--- src/hdl/pdbq_pkg.sv ---
package pdbq_pkg;

    localparam int PDBQ_DESTS  = 16;
    localparam int PDBQ_QDEPTH = 64;

    localparam int DEST_W    = 4;
    localparam int PKT_W     = 16;
    localparam int CNT_W     = 7;
    localparam int SCORE_W   = 7;
    localparam int CFG_W     = 7;
    localparam int CFG_IDX_W = 1;

    localparam logic [CFG_W-1:0] QUEUE_LIMIT_RESET     = 7'd50;
    localparam logic [CFG_W-1:0] NEIGHBOR_LENGTH_RESET = 7'd21;

    typedef enum logic [CFG_IDX_W-1:0] {
        REG_QUEUE_LIMIT,
        REG_NEIGHBOR_LENGTH
    } cfg_reg_t;

    typedef enum logic {
        CMD_ENQ,
        CMD_DEQ
    } cmd_t;

    typedef enum logic [1:0] {
        ST_ENQUEUED,
        ST_DROPPED,
        ST_DEQUEUED,
        ST_EMPTY
    } status_t;

    typedef enum logic [1:0] {
        SEL_DEST,
        SEL_SCAN,
        SEL_BEST
    } idx_sel_t;

    typedef enum logic [2:0] {
        S_IDLE,
        S_ENQ,
        S_SCAN,
        S_PICK,
        S_DEQ_OUT
    } state_t;

    typedef struct packed {
        logic     capture;
        logic     scan_step;
        logic     enq_commit;
        logic     deq_read;
        logic     deq_commit;
        logic     empty_commit;
        idx_sel_t sel;
    } dp_cmd_t;

    typedef struct packed {
        logic scan_last;
        logic found;
        logic slot_free;
    } dp_stat_t;

endpackage

--- src/hdl/pdbq_ctrl.sv ---
module pdbq_ctrl import pdbq_pkg::*; (
    input  logic     clk,
    input  logic     rst_n,
    input  logic     req_valid,
    input  cmd_t     req_cmd,
    output logic     req_ready,
    input  dp_stat_t stat,
    output dp_cmd_t  ctl
);

    state_t state_reg;
    state_t state_next;

    always_ff @(posedge clk or negedge rst_n)
    begin
        if (!rst_n)
        begin
            state_reg <= S_IDLE;
        end
        else
        begin
            state_reg <= state_next;
        end
    end

    always_comb
    begin
        state_next = state_reg;
        ctl        = '0;
        ctl.sel    = SEL_DEST;
        req_ready  = 1'b0;
        case (state_reg)
            S_IDLE:
            begin
                req_ready = 1'b1;
                if (req_valid)
                begin
                    ctl.capture = 1'b1;
                    state_next  = (req_cmd == CMD_DEQ) ? S_SCAN : S_ENQ;
                end
            end
            S_ENQ:
            begin
                ctl.sel = SEL_DEST;
                if (stat.slot_free)
                begin
                    ctl.enq_commit = 1'b1;
                    state_next     = S_IDLE;
                end
            end
            S_SCAN:
            begin
                ctl.sel       = SEL_SCAN;
                ctl.scan_step = 1'b1;
                if (stat.scan_last)
                begin
                    state_next = S_PICK;
                end
            end
            S_PICK:
            begin
                ctl.sel = SEL_BEST;
                if (stat.found)
                begin
                    ctl.deq_read = 1'b1;
                    state_next   = S_DEQ_OUT;
                end
                else if (stat.slot_free)
                begin
                    ctl.empty_commit = 1'b1;
                    state_next       = S_IDLE;
                end
            end
            S_DEQ_OUT:
            begin
                ctl.sel = SEL_BEST;
                if (stat.slot_free)
                begin
                    ctl.deq_commit = 1'b1;
                    state_next     = S_IDLE;
                end
            end
            default:
            begin
                state_next = S_IDLE;
            end
        endcase
    end

endmodule

--- config.mk ---
export PLATFORM = sky130hd
export DESIGN_NAME = pdbq_ctrl
export DESIGN_NICKNAME = d
export VERILOG_FILES = /design/src/hdl/pdbq_pkg.sv /design/src/hdl/pdbq_ctrl.sv
export SDC_FILE = /design/constraint.sdc
export NUM_CORES = 1
export LEC_CHECK = 0
export BUFFER_PORTS_ARGS = -buffer_cell sky130_fd_sc_hd__clkbuf_2
export CAP_MARGIN = 5
export CORE_AREA = 2 2 39 41
export CTS_CLUSTER_SIZE = 14
export DETAILED_ROUTE_END_ITERATION = 7
export DIE_AREA = 0 0 41 43
export MAX_ROUTING_LAYER = met4
export PLACE_DENSITY_LB_ADDON = 0.25
export SYNTH_ARGS = -nofsm -noshare
export SYNTH_HDL_FRONTEND = slang
export SYNTH_SLANG_ARGS = --single-unit
--- constraint.sdc ---
create_clock -name clk -period 1.84 [get_ports clk]
set_input_delay 0.368 -clock clk [delete_from_list [all_inputs] [get_ports clk]]
set_output_delay 0.368 -clock clk [all_outputs]
set_load 0.01 [all_outputs]
== Yosys cells after proc, flatten, opt, wreduce, memory -nomap -nowiden ==
Cells that the tools add are included.

* Flip-flop bits (word level): 3
* Output and inout port bits: 9
* Word-level logic and storage cells: 29

* Equal/unequal tests: 6
* Mux-type cells: 18
* Reduce and logical (&&, ||, !) cells: 4

{| class="wikitable"
|+ Operator list
! operator !! number
|-
| 2-to-1 mux 3 bit || 4
|-
| one-hot mux 3 bit (4 select lines) || 1
|-
| 2-to-1 mux 1 bit || 11
|-
| == test 3 x 2 -> 1 bit (second input constant) || 2
|-
| != test 2 bit (second input constant) || 2
|-
| one-hot mux 2 bit (2 select lines) || 1
|-
| OR reduction 2 bit || 2
|-
| == test 3 x 1 -> 1 bit (second input constant) || 1
|-
| == test 3 bit (second input constant) || 1
|-
| logical NOT 3 bit || 1
|-
| 2-to-1 mux 2 bit || 1
|-
| AND reduction 2 bit || 1
|}

== Longest topological paths before layout ==
Gate-level depths: netlist (run 1).

* Depth after elaboration: 3
* Depth in mapped cells: 4

== Worst setup path before layout (run 1) ==
No wires, ideal clock.

* Path type: flip-flop to output port
* From: register state_reg[1]
* To: output port ctl[7] (netlist name)
* Arrival time: 1.037 ns
* Path slack: 0.435 ns
* Stages on the path, launching flop included: 4
* Buffers on the path: 1
* Cell sequence: dfrtp_1 -> buf_6 -> nor3_1 -> and2_1

{| class="wikitable"
|+ RTL lines
! what !! line !! source
|-
| start, declared || pdbq_ctrl.sv:11 || <nowiki>state_t state_reg;</nowiki>
|-
| start signal, assigned || pdbq_ctrl.sv:22 || <nowiki>state_reg <= state_next;</nowiki>
|-
| end, declared || pdbq_ctrl.sv:8 || <nowiki>output dp_cmd_t ctl</nowiki>
|}

==> qor.yml, run 1 <==
wl_um: 653
synth-compound-area-share: 0.225
cts_buffers: 3
initial_utilization: 0.165
gp_congestion: 0.644
outcome: "finished clean"
r2r_end: "state_reg[0]$_DFFE_PN0P_"
ctsResizeCount: 0
hold_slack_ns: 0.417
largest_register_ffs: 3
port_buffers: 15
p_sw_uw: 250
final_common_cell: "clkbuf_2"
synth_area_leader_cell: "dfrtp_1"
switching_share: 0.461
hold_class: "in -> reg"
synth_top_cells_by_area: "dfrtp_1 33%, nor2_1 9.9%, nor3_1 8.8%, nand2b_1 5.5%, buf_6 4.9%"
grt_usage: 0.0936
die_w_um: 41
syn2layout_area_growth_pct: 49.5
synth_xor_area_frac: 0
min_period_over_period: 0.901
diodes: 0
synth_top_area_frac: 0.330
synth-adder-area-share: 0
worst_setup_path_end_kind: "primary output"
reg2reg_slack_ns: 0.69
ff2ff_path_depth: 3
clk_path_buf_depth: 2
ios: 16
vias: 269
seqCellArea_um2: 75.1
final_cell_mix: "15 x clkbuf_2, 6 x nor2_1, 4 x nor3_1"
finalMaxSlewViolations: 0
synth_top_family_by_area: "simple AND/OR/NAND/NOR gates"
path_class: "reg -> out"
die_h_um: 43
cp_max_fo: 8
root_buffer: "clkbuf_4"
htree_num_levels: 1
pwr-share-seq: 0.281
setup_viol: 0
critPathLaunchType: "flip-flop"
maxSlewHeadroom: 0.792
dr.pass1.iters: 2
synth_nets: 37
antenna_found_initial: 0
synth_area_um2: 228
hold_violations: 0
maxCapViolCount: 0
synth_warnings: 0
final.fill_count: 162
finalPower_uw: 541
p_int_uw: 292
p_leak_uw: 0.000179
ctsHoldBuffers: 1
cts_tree: "built"
tns_ns: 0
via_per_inst: 4.20
clkLatencyLatePin_ns: 0.24
rows: 14
seq_area_frac_synth: 0.330
nets: 56
synthSimpleGateAreaFrac: 0.346
muxShareOfSynthArea: 0
fin_util: 0.246
reg2reg_from: "state_reg[1]$_DFFE_PN0P_"
cts.sinks: 3
crit_arrival_ns: 1.29
clk_pin_slew_ns: 0.04
drive_gt1_frac: 0.396
synth_cell_types: 17
rsz0062_at_grt: "no"
worst_pin_slew_ns: 0.309
first_global_vias: 270
wire_per_inst_um: 10.2
overflow: 0
dieArea_um2: 1760
synth_area_per_cell_um2: 7.59
worstSetupEndpoint: "ctl[1]"
ys_ff_latch: 3
post_cts_buffers: 0
multiInputGateArea_um2: 130
fmax_mhz: 603
core_area_um2: 1380
period_minus_slack_ns: 1.66
drtAntennaViolNets: 0
ir_drop_v: 0.000380
fin_skew_ns: 0.00499
critPathLaunch: "state_reg[2]$_DFFE_PN0P_"
syn_inst: 30
pwr-share-comb: 0.502
grt_max_degree: 9
power_density_nw_per_um2: 1590
clockPowerShare: 0.217
drc: 0
drtIter0Drc: 3
cp.required_ns: 1.47
grt_pass1_wl_um: 1040
==> metrics by stage <==
stage | instances | setup WS, ns | area (um2)
final | 64 | 0.183 | 340
after global routing | 64 | 0.0401 | 340
after global placement | 59 | 0.451 | 304
after detailed placement | 59 | 0.431 | 304
after CTS | 64 | 0.168 | 340
after floorplan | 30 | 0.435 | 228
==> metal layers <==
metal	track usage	up-vias	share of wire
li1	-	141	-
met1	0.129	116	0.50
met2	0.103	12	0.43
met3	0.0157	0	0.066
met4	0.100	0	0
met5	-	-	0
==> kinds of logic (layout without fill, tap and decap cells) <==
group                  after synthesis  in the layout
DFF                                  3              3
AOI/OAI and AO/OA                    7              7
and+or+nand+nor                     17             17
buffers and inverters                3             21
==> worst min path at each step <==
stage	from	to	cells past startpoint
floorplan	rst_n	state_reg[0]$_DFFE_PN0P_	0
global placement	rst_n	state_reg[1]$_DFFE_PN0P_	1
detailed placement	rst_n	state_reg[1]$_DFFE_PN0P_	1
CTS	stat[0]	state_reg[2]$_DFFE_PN0P_	2
global route	stat[0]	state_reg[2]$_DFFE_PN0P_	2
finish	stat[0]	state_reg[2]$_DFFE_PN0P_	2
==> synthesized netlist by cell type <==
cell      instances
o21ai_0           1
nand2_1           3
nor2_1            6
a221o_1           1
nor3_1            4
a31oi_1           1
and3_1            1
buf_6             1
and2_1            1
o31ai_1           1
a21o_1            1
o22ai_1           1
inv_1             1
dfrtp_1           3
buf_4             1
a21oi_2           1
nand2b_1          2
==> critical path: stages (launching register included) <==
cell and delay, ns:
dfrtp_1 0.44, nand2b_1 0.25, o21ai_0 0.19, clkbuf_2 0.16
==> power groups by stage <==
stage,combinational [uW],clock [uW],sequential (uW)
2_1_floorplan,248,0,107
3_3_place_gp,273,0,151
3_5_place_dp,271,0,153
4_1_cts,274,124,152
5_1_grt,310,129,160
6_report,272,117,152
==> cell type report <==
cell class	instances	area share
clock buffer	4	0.0772
sequential	3	0.221
inverter	1	0.0110
multi-input combinational	24	0.382
tap	16	0.0588
timing repair buffer	16	0.250
Note: power is estimated with default switching activity, not from simulation.
==> run 2, diff against run 1 <==
--- a/config.mk
+++ b/config.mk
@@ -13,5 +13,4 @@
 export DIE_AREA = 0 0 41 43
 export MAX_ROUTING_LAYER = met4
-export PLACE_DENSITY_LB_ADDON = 0.25
 export SYNTH_ARGS = -nofsm -noshare
 export SYNTH_HDL_FRONTEND = slang
==> constraint.sdc (replaced) <==
create_clock -name clk -period 1.84 [get_ports clk]
set_input_delay 0.368 -clock clk [delete_from_list [all_inputs] [get_ports clk]]
set_output_delay 0.368 -clock clk [all_outputs]
set_load 0.02 [all_outputs]
==> qor.yml, run 2 (synthesized netlist as in run 1, its figures left out) <==
outcome: "finished clean"
grt_pass1_wl_um: 903  # -13%
nets: 56  # unchanged
rows: 14  # unchanged
drtIter0Drc: 3  # unchanged
instances_no_fill: 64  # unchanged
antenna_found_initial: 0  # unchanged
die_h_um: 43  # unchanged
clk_pin_slew_ns: 0.04  # about the same
overflow: 0  # unchanged
period_minus_slack_ns: 1.69  # +0.0297 ns
syn2layout_area_growth_pct: 49.5  # unchanged
vias: 277  # +3.0%
dr.pass1.iters: 4  # +2
largest_register_ffs: 3  # unchanged
clkLatencyLatePin_ns: 0.23  # about the same
fmax_mhz: 593  # -1.8%
core_area_um2: 1380  # unchanged
hold_violations: 0  # unchanged
first_global_vias: 223  # -17%
initial_utilization: 0.165  # unchanged
final_common_cell: "clkbuf_2"
p_leak_uw: 0.000179  # unchanged
via_per_inst: 4.33  # +3.0%
dp_hpwl_um: 470
finalPower_uw: 590  # +9.1%
cts.sinks: 3  # unchanged
root_buffer: "clkbuf_4"
maxCapViolCount: 0  # unchanged
final_cell_mix: "15 x clkbuf_2, 6 x nor2_1, 4 x nor3_1"
min_period_over_period: 0.917  # +0.0161
hold_slack_ns: 0.406  # -0.0109 ns
wl_um: 605  # -7.4%
dieArea_um2: 1760  # unchanged
die_w_um: 41  # unchanged
hold_class: "in -> reg"
ir_drop_v: 0.000501  # +32%
crit_arrival_ns: 1.32  # +0.03 ns
setup_viol: 0  # unchanged
worst_pin_slew_ns: 0.303  # -0.00559 ns
ios: 16  # unchanged
finalMaxSlewViolations: 0  # unchanged
path_class: "reg -> out"
final.fill_count: 163  # +0.62%
tns_ns: 0  # unchanged
cts_buffers: 3  # unchanged
drc: 0  # unchanged
htree_num_levels: 1  # unchanged
drtAntennaViolNets: 0  # unchanged
rsz0062_at_grt: "no"
setup_slack_ns: 0.153  # -0.0297 ns
place_ws_ns: 0.408  # -0.0229 ns
gp_congestion: 0.803  # +25%
cp.required_ns: 1.47  # about the same
clk_path_buf_depth: 2  # unchanged
post_cts_buffers: 0  # unchanged
cp_max_fo: 8  # unchanged
worst_setup_path_end_kind: "primary output"
grt_usage: 0.0833  # -0.0103
fin_skew_ns: 0.000157  # -0.00484 ns
port_buffers: 15  # unchanged
dp.cells: 59  # unchanged
drive_gt1_frac: 0.396  # unchanged
grt_max_degree: 9  # unchanged
power_density_nw_per_um2: 1730  # +9.1%
wire_per_inst_um: 9.45  # -7.4%
cts_tree: "built"
maxSlewHeadroom: 0.796  # +0.00376
critPathLaunchType: "flip-flop"
diodes: 0  # unchanged
[run 2: cell counts in the layout (fill, tap and decap cells not counted)]
No cell type changed its count.
[run 2: final cells by class]
class | instances | area, um2 | share of cell area
Multi-Input combinational cell | 24 | 130 | 0.382
Timing Repair Buffer | 16 | 85.1 | 0.250
Sequential cell | 3 | 75.1 | 0.221
Clock buffer | 4 | 26.3 | 0.0772
Tap cell | 16 | 20.0 | 0.0588
Inverter | 1 | 3.75 | 0.0110
[run 2: final timing paths]
path                                            endpoint  cells after the start  slack, ns                startpoint
worst max-delay path                              ctl[1]                      3       0.15  state_reg[2]$_DFFE_PN0P_
worst min-delay path            state_reg[2]$_DFFE_PN0P_                      2       0.41                   stat[0]
worst max register to register  state_reg[0]$_DFFE_PN0P_                      3       0.72  state_reg[1]$_DFFE_PN0P_
worst min register to register  state_reg[1]$_DFFE_PN0P_                      1       0.58  state_reg[2]$_DFFE_PN0P_
max in group asynchronous       state_reg[2]$_DFFE_PN0P_                      2       1.27                     rst_n
min in group asynchronous       state_reg[1]$_DFFE_PN0P_                      2       0.46                     rst_n
[run 2: layer usage]
metal / GRT usage / wire length (um)
met1: 0.122 / 284
met2: 0.0875 / 259
met3: 0 / 41
met4: 0.100 / 19
met5: - / 0
[run 2: per-stage QoR]
stage	cell area, um2	util
finish	340	0.246
global route	340	0.246
CTS	340	0.246
detailed placement	304	0.220
global placement	304	0.220
floorplan	228	-
[run 2: worst max-delay path, stage by stage, from the launching register on]
cell and delay [ns]:
dfrtp_1 0.44, nand2b_1 0.25, o21ai_0 0.19, clkbuf_2 0.20
[run 2: repair_timing]
action,4_1_cts,5_1_grt
hold endpoints to repair,3,0
hold buffers,1,0
endpoints found under the setup margin,0,0
gates resized for setup,0,0
[run 2: report_power, final]
| group | switching, uW | internal, uW |
|---|---|---|
| logic | 206 | 117 |
| clock network | 35.8 | 81.4 |
| registers | 57.1 | 93.2 |
==> run 3, diff against run 2 <==
PLACE_DENSITY = 0.4   (was unset)
==> qor.yml, run 3 (synthesized netlist as in run 1, its figures left out) <==
outcome: "finished clean"
worst_setup_path_end_kind: "primary output"
tns_ns: 0  # unchanged
gr-usage-met3: 0.0157  # +0.0157
clk_path_buf_depth: 2  # unchanged
hold_violations: 0  # unchanged
rsz0062_at_grt: "no"
critPathLaunchType: "flip-flop"
syn2layout_area_growth_pct: 49.5  # unchanged
critPathTopFamily: "simple AND/OR/NAND/NOR gates"
drtIter0Drc: 12  # +9
gp_congestion: 0.687  # -14%
hold_depth: 2  # unchanged
final_cell_mix: "15 x clkbuf_2, 6 x nor2_1, 4 x nor3_1"
final_common_cell: "clkbuf_2"
diodes: 0  # unchanged
grtUsageMet2: 0.128  # +0.0406
finalMaxSlewViolations: 0  # unchanged
reg2reg_from: "state_reg[1]$_DFFE_PN0P_"
cts_buffers: 3  # unchanged
grt_usage: 0.0949  # +0.0116
port_buffers: 15  # unchanged
ios: 16  # unchanged
post_cts_buffers: 0  # unchanged
p_leak_uw: 0.000179  # unchanged
die_w_um: 41  # unchanged
via_per_inst: 4.42  # +2.2%
reg2reg_slack_ns: 0.70  # -0.02 ns
dp_hpwl_um: 496  # +5.7%
dp.cells: 59  # unchanged
crit_arrival_ns: 1.33  # about the same
cp.required_ns: 1.47  # about the same
wire_per_inst_um: 9.97  # +5.5%
clk_pin_slew_ns: 0.04  # about the same
ff2ff_path_depth: 3  # unchanged
maxSlewHeadroom: 0.798  # +0.00168
worst_pin_slew_ns: 0.301  # -0.00250 ns
dieArea_um2: 1760  # unchanged
nets: 56  # unchanged
place_area_um2: 304  # unchanged
dr.pass1.iters: 3  # -1
drtAntennaViolNets: 0  # unchanged
worstHoldStart: "stat[0]"
worst_path_max_delay_cell: "dfrtp_1"
min_period_over_period: 0.922  # +0.00551
place_ws_ns: 0.395  # -0.0138 ns
ir_drop_v: 0.000465  # -7.2%
busiest_layer: "met2"
ctsHoldBuffers: 1  # unchanged
cts_tree: "built"
rows: 14  # unchanged
root_buffer: "clkbuf_4"
first_global_vias: 264  # +18%
hold_class: "in -> reg"
hold_slack_ns: 0.397  # -0.00886 ns
drc: 0  # unchanged
stdcell_area_um2: 340  # unchanged
ctsResizeCount: 0  # unchanged
die_h_um: 43  # unchanged
instances_no_fill: 64  # unchanged
cpPeakStageDelay_ns: 0.44  # about the same
grtUsageMet1: 0.107  # -0.0150
path_cells: "nand2b_1 -> nor3_1 -> clkbuf_2"
hold_end: "state_reg[2]$_DFFE_PN0P_"
cts.sinks: 3  # unchanged
maxCapViolCount: 0  # unchanged
grt_max_degree: 9  # unchanged
wl_um: 638  # +5.5%
fmax_mhz: 589  # -0.60%
htree_num_levels: 1  # unchanged
path_class: "reg -> out"
fin_skew_ns: 0.00285  # +0.00269 ns
antenna_found_initial: 0  # unchanged
initial_utilization: 0.165  # unchanged
core_area_um2: 1380  # unchanged
cp_max_fo: 8  # unchanged
largest_register_ffs: 3  # unchanged
overflow: 0  # unchanged
drive_gt1_frac: 0.396  # unchanged
clkLatencyLatePin_ns: 0.24  # about the same
setup_viol: 0  # unchanged
power_density_nw_per_um2: 1740  # +0.49%
r2r_end: "state_reg[0]$_DFFE_PN0P_"
vias: 283  # +2.2%
grt_pass1_wl_um: 1060  # +17%
path_buf_inv: 1  # unchanged
setup_slack_ns: 0.143  # -0.0101 ns
period_minus_slack_ns: 1.70  # +0.0101 ns
[run 3: cell counts in the layout (fill, tap and decap cells not counted)]
Identical to the previous run, type by type.
[run 3: worst reg2reg max path, cell delays in order (launching register included)]
cell	delay, ns
dfrtp_1	0.48
nor2_1	0.12
a221o_1	0.36
a21oi_2	0.10
[run 3: how the worst max path moves through the flow]
| stage | from | end | slack, ns | depth (start not counted) |
|---|---|---|---|---|
| floorplan | state_reg[1]$_DFFE_PN0P_ | ctl[7] | 0.14 | 3 |
| global placement | state_reg[2]$_DFFE_PN0P_ | ctl[1] | 0.39 | 3 |
| detailed placement | state_reg[2]$_DFFE_PN0P_ | ctl[2] | 0.39 | 3 |
| CTS | state_reg[2]$_DFFE_PN0P_ | ctl[2] | 0.13 | 3 |
| global route | state_reg[2]$_DFFE_PN0P_ | ctl[2] | 0.06 | 3 |
| finish | state_reg[2]$_DFFE_PN0P_ | ctl[2] | 0.14 | 3 |
[run 3: cell type report]
class                      count  area (um2)
sequential                     3        75.1
clock buffer                   4        26.3
timing repair buffer          16        85.1
multi-input combinational     24         130
tap                           16        20.0
fill                         171        1040
inverter                       1        3.75
[run 3: metrics by stage]
step	total power [uW]	utilization
2_1_floorplan	406	-
3_3_place_gp	484	0.220
3_5_place_dp	477	0.220
4_1_cts	605	0.246
5_1_grt	648	0.246
6_report	593	0.246
[run 3: per-layer routing]
metal,vias to the layer above,part of all wire
met3,0,0.078
met1,126,0.40
li1,144,-
met4,0,0
met5,-,0
met2,13,0.52
[run 3: report_power, final]
part / internal (uW) / total, uW / leakage (uW) / switching (uW)
Sequential: 93.2 / 152 / 0.0000389 / 58.5
Combinational: 117 / 323 / 0.000126 / 205
Clock: 81.5 / 119 / 0.0000150 / 37.7
Total: 292 / 593 / 0.000179 / 301
